==> config.mk <==
export PLATFORM = sky130hd
export DESIGN_NAME = ffha_engine
export DESIGN_NICKNAME = d
export VERILOG_FILES = /design/src/hdl/ffha_pkg.sv /design/src/hdl/ffha_engine.sv
export SDC_FILE = /design/constraint.sdc
export NUM_CORES = 1
export LEC_CHECK = 0
export BUFFER_PORTS_ARGS = -buffer_cell sky130_fd_sc_hd__clkbuf_2
export CORE_ASPECT_RATIO = 1.4
export CORE_MARGIN = 5
export CORE_UTILIZATION = 40
export CTS_CLUSTER_SIZE = 14
export DETAILED_ROUTE_END_ITERATION = 10
export SLEW_MARGIN = 20
export SYNTH_ARGS = -nofsm -noshare
export SYNTH_HDL_FRONTEND = slang
export SYNTH_SLANG_ARGS = --single-unit
==> constraint.sdc <==
create_clock -name clk -period 7.7 [get_ports clk]
set_input_delay 1.54 -clock clk [delete_from_list [all_inputs] [get_ports clk]]
set_output_delay 1.54 -clock clk [all_outputs]
set_load 0.01 [all_outputs]
==> src/hdl/ffha_pkg.sv <==
// Shared constants, types and codes for the first-fit heap allocator.
// No dependencies; the files that use it refer to it by scoped names.
package ffha_pkg;

  localparam int MAX_BLOCKS   = 64;
  localparam int HEADER_BYTES = 16;
  localparam int ALIGN_BYTES  = 16;

  localparam int ADDR_W    = 32;
  localparam int IDX_W     = $clog2(MAX_BLOCKS);
  localparam int CNT_W     = $clog2(MAX_BLOCKS + 1);
  localparam int TOT_W     = ADDR_W + 1;
  localparam int SUM_W     = ADDR_W + 2;
  localparam int ENTRY_W   = 2 * ADDR_W;
  localparam int CFG_IDX_W = 1;

  localparam logic CMD_ALLOC = 1'b0;
  localparam logic CMD_FREE  = 1'b1;

  localparam logic [CFG_IDX_W-1:0] REG_HEAP_START = 1'b0;
  localparam logic [CFG_IDX_W-1:0] REG_HEAP_LIMIT = 1'b1;

  typedef enum logic [1:0] {
    ST_OK       = 2'd0,
    ST_NOHEAP   = 2'd1,
    ST_FULL     = 2'd2,
    ST_NOTFOUND = 2'd3
  } status_t;

  typedef enum logic [2:0] {
    S_IDLE,
    S_START,
    S_WALK,
    S_SHIFT,
    S_PLACE,
    S_RESP
  } state_t;

  typedef struct packed {
    logic               we;
    logic [IDX_W-1:0]   waddr;
    logic [ENTRY_W-1:0] wdata;
    logic [IDX_W-1:0]   raddr;
  } mem_req_t;

  typedef struct packed {
    logic [ADDR_W-1:0] data_address;
    status_t           status;
  } result_t;

  typedef struct packed {
    logic              start_wr;
    logic [ADDR_W-1:0] value;
  } start_evt_t;

endpackage

==> src/hdl/ffha_engine.sv <==
// Allocation/free sequencer: walks, shifts and updates the block table RAM.
// Depends on ffha_pkg; drives one ffha_ram through a mem_req_t.
module ffha_engine (
  input  logic                         clk,
  input  logic                         rst,
  input  logic                         in_valid,
  output logic                         in_ready,
  input  logic                         command,
  input  logic [ffha_pkg::ADDR_W-1:0]  request_size,
  input  logic [ffha_pkg::ADDR_W-1:0]  block_address,
  input  logic [ffha_pkg::ADDR_W-1:0]  heap_start,
  input  logic [ffha_pkg::ADDR_W-1:0]  heap_limit,
  input  ffha_pkg::start_evt_t         start_evt,
  output ffha_pkg::mem_req_t           mem_req,
  input  logic [ffha_pkg::ENTRY_W-1:0] mem_rdata,
  output logic                         res_valid,
  output ffha_pkg::result_t            res,
  input  logic                         res_take
);
  localparam int AW = ffha_pkg::ADDR_W;
  localparam int IW = ffha_pkg::IDX_W;
  localparam int CW = ffha_pkg::CNT_W;
  localparam int TW = ffha_pkg::TOT_W;
  localparam int SW = ffha_pkg::SUM_W;

  ffha_pkg::state_t state, state_next;

  logic          op;
  logic [TW-1:0] total;
  logic [AW-1:0] faddr;
  logic [CW-1:0] count;
  logic [AW-1:0] brk;
  logic [CW-1:0] ptr;
  logic          more;
  logic          rv;
  logic [IW-1:0] eidx;
  logic [CW-1:0] pos;
  logic [AW-1:0] new_hdr;
  logic [SW-1:0] below_top;
  logic [AW-1:0] r_addr;
  ffha_pkg::status_t r_status;

  logic [AW-1:0] hdr_e, size_e;
  logic [SW-1:0] top_e;
  logic          fit, brk_fit, start_fit, last, match;
  logic [TW-1:0] tot_in;

  assign hdr_e  = mem_rdata[ffha_pkg::ENTRY_W-1:AW];
  assign size_e = mem_rdata[AW-1:0];
  assign top_e  = SW'(hdr_e) + SW'(ffha_pkg::HEADER_BYTES) + SW'(size_e);
  assign fit    = (eidx == '0) ? (SW'(heap_start) + SW'(total) < SW'(hdr_e))
                               : (below_top + SW'(total) <= SW'(hdr_e));
  assign brk_fit   = SW'(brk) + SW'(total) <= SW'(heap_limit);
  assign start_fit = SW'(heap_start) + SW'(total) <= SW'(heap_limit);
  assign last   = (CW'(eidx) == count - CW'(1));
  assign match  = SW'(hdr_e) + SW'(ffha_pkg::HEADER_BYTES) == SW'(faddr);
  assign tot_in = (TW'(request_size) + TW'(ffha_pkg::HEADER_BYTES + ffha_pkg::ALIGN_BYTES - 1))
                  & ~TW'(ffha_pkg::ALIGN_BYTES - 1);

  // next state
  always_comb begin
    state_next = state;
    unique case (state)
      ffha_pkg::S_IDLE:  if (in_valid) state_next = ffha_pkg::S_START;
      ffha_pkg::S_START: begin
        if (op == ffha_pkg::CMD_ALLOC) begin
          if (count == CW'(ffha_pkg::MAX_BLOCKS)) state_next = ffha_pkg::S_RESP;
          else if (count == '0) state_next = start_fit ? ffha_pkg::S_PLACE : ffha_pkg::S_RESP;
          else state_next = ffha_pkg::S_WALK;
        end else begin
          state_next = (faddr == '0 || count == '0) ? ffha_pkg::S_RESP : ffha_pkg::S_WALK;
        end
      end
      ffha_pkg::S_WALK: if (rv) begin
        if (op == ffha_pkg::CMD_ALLOC) begin
          if (fit) state_next = ffha_pkg::S_SHIFT;
          else if (last) state_next = brk_fit ? ffha_pkg::S_PLACE : ffha_pkg::S_RESP;
        end else begin
          if (match) state_next = last ? ffha_pkg::S_RESP : ffha_pkg::S_SHIFT;
          else if (last) state_next = ffha_pkg::S_RESP;
        end
      end
      ffha_pkg::S_SHIFT: if (!more && !rv) begin
        state_next = (op == ffha_pkg::CMD_ALLOC) ? ffha_pkg::S_PLACE : ffha_pkg::S_RESP;
      end
      ffha_pkg::S_PLACE: state_next = ffha_pkg::S_RESP;
      ffha_pkg::S_RESP:  if (res_take) state_next = ffha_pkg::S_IDLE;
      default:           state_next = ffha_pkg::S_IDLE;
    endcase
  end

  // outputs
  always_comb begin
    in_ready      = (state == ffha_pkg::S_IDLE);
    res_valid     = (state == ffha_pkg::S_RESP);
    res           = '{data_address: r_addr, status: r_status};
    mem_req.raddr = ptr[IW-1:0];
    mem_req.we    = 1'b0;
    mem_req.waddr = eidx + IW'(1);
    mem_req.wdata = mem_rdata;
    unique case (state)
      ffha_pkg::S_SHIFT: begin
        mem_req.we    = rv;
        mem_req.waddr = (op == ffha_pkg::CMD_ALLOC) ? eidx + IW'(1) : eidx - IW'(1);
      end
      ffha_pkg::S_PLACE: begin
        mem_req.we    = 1'b1;
        mem_req.waddr = pos[IW-1:0];
        mem_req.wdata = {new_hdr, AW'(total - TW'(ffha_pkg::HEADER_BYTES))};
      end
      default: ;
    endcase
  end

  always_ff @(posedge clk) begin
    if (rst) begin
      state <= ffha_pkg::S_IDLE;
      count <= '0;
      brk   <= '0;
      rv    <= 1'b0;
      more  <= 1'b0;
    end else begin
      state <= state_next;
      if (start_evt.start_wr && count == '0) brk <= start_evt.value;
      unique case (state)
        ffha_pkg::S_IDLE: if (in_valid) begin
          op    <= command;
          total <= tot_in;
          faddr <= block_address;
        end
        ffha_pkg::S_START: begin
          r_addr   <= '0;
          ptr      <= '0;
          more     <= 1'b1;
          rv       <= 1'b0;
          pos      <= '0;
          new_hdr  <= heap_start;
          r_status <= (op == ffha_pkg::CMD_ALLOC)
                      ? ((count == CW'(ffha_pkg::MAX_BLOCKS)) ? ffha_pkg::ST_FULL
                                                              : ffha_pkg::ST_NOHEAP)
                      : ffha_pkg::ST_NOTFOUND;
        end
        ffha_pkg::S_WALK: begin
          // issue the next read while judging the entry that just came back
          if (more) begin
            ptr  <= ptr + CW'(1);
            more <= (ptr + CW'(1) < count);
            eidx <= ptr[IW-1:0];
          end
          rv <= more;
          if (rv) begin
            below_top <= top_e;
            if (state_next != ffha_pkg::S_WALK) begin
              rv <= 1'b0;
              if (op == ffha_pkg::CMD_ALLOC) begin
                if (fit) begin
                  pos     <= CW'(eidx);
                  new_hdr <= (eidx == '0) ? heap_start : below_top[AW-1:0];
                  ptr     <= count - CW'(1);
                  more    <= 1'b1;
                end else begin
                  pos     <= count;
                  new_hdr <= brk;
                end
              end else if (match) begin
                r_status <= ffha_pkg::ST_OK;
                if (last) begin
                  count <= count - CW'(1);
                  brk   <= (eidx == '0) ? heap_start : below_top[AW-1:0];
                end else begin
                  ptr  <= CW'(eidx) + CW'(1);
                  more <= 1'b1;
                end
              end
            end
          end
        end
        ffha_pkg::S_SHIFT: begin
          if (more) begin
            eidx <= ptr[IW-1:0];
            if (op == ffha_pkg::CMD_ALLOC) begin
              ptr  <= ptr - CW'(1);
              more <= (ptr != pos);
            end else begin
              ptr  <= ptr + CW'(1);
              more <= (ptr + CW'(1) < count);
            end
          end
          rv <= more;
          if (!more && !rv && op == ffha_pkg::CMD_FREE) count <= count - CW'(1);
        end
        ffha_pkg::S_PLACE: begin
          count    <= count + CW'(1);
          if (pos == count) brk <= new_hdr + AW'(total);
          r_addr   <= new_hdr + AW'(ffha_pkg::HEADER_BYTES);
          r_status <= ffha_pkg::ST_OK;
        end
        default: ;
      endcase
    end
  end
endmodule

==> summary.txt <==
Status
  • Status: finished clean

Routing
  • Detail Route Antenna Nets: 0
  • Vias: 24600
  • Vias per Instance: 5.94
  • Initial DRC count: 1951
  • DRT Pass-1 Iters: 6
  • Wire length per cell: 25.1 um
  • Final WL: 104000 um
  • # DRC: 0

STA
  • Setup Skew: 0.0141 ns
  • Fin Hold WS: 0.577 ns
  • RSZ-0062 raised after global routing: false
  • Fin. max-slew vios: 0
  • Final hold vios: 0
  • Sum Neg Setup Slack: 0 ns
  • Setup ws final: 0.498 ns
  • Final setup fails: 0
  • Peak Freq: 139 MHz
  • Fin crit share: 93.5%
  • Worst-margin pin slew: 1.09 ns
  • Worst slew margin: 27.3%
  • Fin crit period: 7.20 ns

Synthesis
  • Synthesis warning total: 0
  • Post-synthesis compound-gate area fraction: 22.2%
  • Synth Net Count: 3503
  • Largest family of logic cells by synthesized area: compound AO/OA/AOI/OAI gates
  • Post-Syn Area: 0.0250 mm^2
  • Post-synth EDFFs: 182
  • Post-Synth Simple-Gate Area: 17.7%
  • Synth Area in XOR/XNOR: 11.2%
  • Synth Area in Adders: 14.7%
  • Syn Inst Count: 2982
  • Synth Register Bits: 226
  • Mux cell area share after synthesis: 4.43%
  • Post-synthesis sequential area ratio: 25.4%
  • Netlist cell types: 93
  • Dominant synthesized flop cell: edfxtp_1
  • Ys async rst share: 0%
  • Avg Synthesized Cell Area: 8.39 um^2

GRT
  • Initial antenna violation count: 7
  • Tot GR Track Use: 29.3%
  • Number of global-route vias before repair: 24600
  • First-pass GRT wire length: 152000 um
  • Largest net degree at the start of global routing: 63
  • GR Overflow Total: 0

Clock network
  • Htree depth: 1
  • # clock sinks: 226
  • CTS buffer count: 29
  • Post-CTS resize count: 0
  • CTS root buffer: clkbuf_16
  • CTS tree: done
  • CTS Buffer Depth: 3
  • Cts hold-fix bufs: 0
  • Clock transition at path regs: 0.06 ns
  • Worst skew pair latency: 0.59 ns
  • Setup bufs post-CTS: 0

Final layout
  • Layout cells sized above 1: 16.3%
  • Fin area: 0.0288 mm^2
  • Multi-input logic area: 0.0176 mm^2
  • Register area: 0.00635 mm^2
  • Fin cells: 4148
  • Fin nets: 3815
  • P&R area growth vs syn: 15.0%
  • Fillers: 6312

Floorplan
  • Row count: 108
  • Die Y: 306 um
  • DIE WIDTH: 221 um
  • Top-Level Pins: 343
  • Core box area: 0.0620 mm^2
  • DIE AREA: 0.0677 mm^2
  • Initial Util: 40.3%

Worst setup path
  • Req. time, crit path: 8.21 ns
  • Worst Setup End Kind: register
  • Crit path DAT: 7.71 ns
  • Crit path max fanout: 7
  • Critical path launch point type: register
  • Crit Path Category: reg2reg
  • CP peak stage delay: 0.56 ns
  • Worst path slowest cell: edfxtp_1

Power
  • Leakage: 0.0124 uW
  • Pwr per Cell Area: 299 mW/mm^2
  • VDD IR max: 0.169 mV

Place
  • Final GP Congestion: 0.999
  • Place WS: 0.211 ns
  • Area of placed instances: 0.0278 mm^2
  • I/O Buffers: 342
  • Dpl cells: 4088
  • HPWL Detailed: 86000 um

Job
  • Max Cap Viol: 0

Worst hold path
  • Min-Delay Path Class: reg2reg
metrics by stage:
step / total power (uW) / utilization [%]
after CTS: 8590 / 46.4
after global placement: 7150 / 44.8
after floorplan: 5480 / -
after global routing: 9190 / 46.4
final: 8610 / 46.4
after detailed placement: 7170 / 44.8
layout by cell type, fill, tap and decap left out, types with 11 or more instances in the layout:
master       n
and3_1      31
and4_1      13
xor2_1      94
nand3_1     80
nand2_1    261
nor3_1      53
nand4_1     69
edfxtp_1   182
buf_4       63
a21o_1     103
nand2b_1    28
mux2_2      42
or4_1       11
o21ai_0    214
o21bai_1    26
o211ai_1    18
o22ai_1     48
inv_1      152
or3_1       17
or2_2       12
a21oi_1    231
o21a_1      20
clkbuf_16   29
nor2b_1     27
mux2i_1     62
dfxtp_1     44
a31oi_1     24
o31ai_1     11
clkbuf_2   342
nor2_1     203
and2_1      23
nor4_1      31
xnor2_1    207
a211oi_1    38
a22oi_1     17
ha_1       286
kinds of logic (layout without fill, tap and decap cells):
kind of cell	Yosys count	count (layout)
AO/OA/AOI/OAI	873	873
XOR/XNOR	308	308
adder cells (fa/ha/maj)	291	291
buffers and inverters	279	613
flip-flops	226	226
multiplexers	105	105
other	0	7
AND/OR/NAND/NOR	900	900
area by class of cell:
cell class	count	area share, %
Inverter	152	1.98
Antenna cell	7	0.0609
Clock buffer	39	2.72
Sequential cell	226	22.1
Multi-Input combinational cell	2477	61.2
Timing Repair Buffer	408	7.80
Tap cell	825	3.59
Clock inverter	14	0.544
where the power goes:
group          total [uW]  switching (uW)  leakage [uW]  internal, uW
clock                1380             575      0.000451           810
sequential           2080             392       0.00204          1680
combinational        5150            3080       0.00989          2070
registers in the layout, summed over array words and instances, names as in the netlist:
register,count
below_top,34
brk,32
count,7
eidx,6
faddr,32
more,1
new_hdr,32
op,1
pos,7
ptr,7
r_addr,32
r_status,2
rv,1
state,3
total,29
Yosys cell counts (18+ instances only):
library cell / n / share of area, %
xor2_1: 94 / 3.3
nor2_1: 205 / 3.1
nand2b_1: 29 / 0.73
o211ai_1: 18 / 0.54
o21bai_1: 26 / 0.78
o21ai_0: 214 / 4.3
dfxtp_1: 44 / 3.5
edfxtp_1: 182 / 22
inv_1: 152 / 2.3
clkbuf_1: 102 / 1.5
a21o_1: 103 / 3.1
xnor2_1: 207 / 7.2
nor3_1: 54 / 1.1
nor2b_1: 27 / 0.68
nand2_1: 263 / 3.9
mux2i_1: 62 / 2.5
a211oi_1: 38 / 1.1
nand3_1: 82 / 1.6
mux2_2: 42 / 1.9
nor4_1: 32 / 0.80
and3_1: 32 / 0.80
a21oi_1: 231 / 4.6
o22ai_1: 48 / 1.2
ha_1: 286 / 14
o21a_1: 20 / 0.60
a31oi_1: 24 / 0.60
nand4_1: 69 / 1.7
and2_1: 24 / 0.60
final timing paths:
kind | from | end | slack, ns | depth (start not counted)
max | total[4] | brk[0] | 0.50 | 29
min | new_hdr[0] | r_addr[0] | 0.58 | 2
max reg2reg | total[4] | brk[0] | 0.50 | 29
min reg2reg | new_hdr[0] | r_addr[0] | 0.58 | 2
routing by layer:
metal / vias to the layer above / track usage [%] / wire length, um
li1: 11700 / - / -
met3: 269 / 3.45 / 5920
met1: 11700 / 33.8 / 39900
met5: - / 0 / 20
met2: 1001 / 52.4 / 51100
met4: 2 / 16.7 / 6990
worst max-delay path: cells and delay by family (launching register included):
family | cells | cell delay, ns
and+or+nand+nor | 4 | 0.73
DFF | 1 | 0.56
AOI/OAI and AO/OA | 18 | 3.89
adders and majority gates | 3 | 1.12
xor gates and xnor gates | 1 | 0.11
buffers and inverters | 2 | 0.35
muxes | 1 | 0.33
Power figures use the tool's default switching activity.
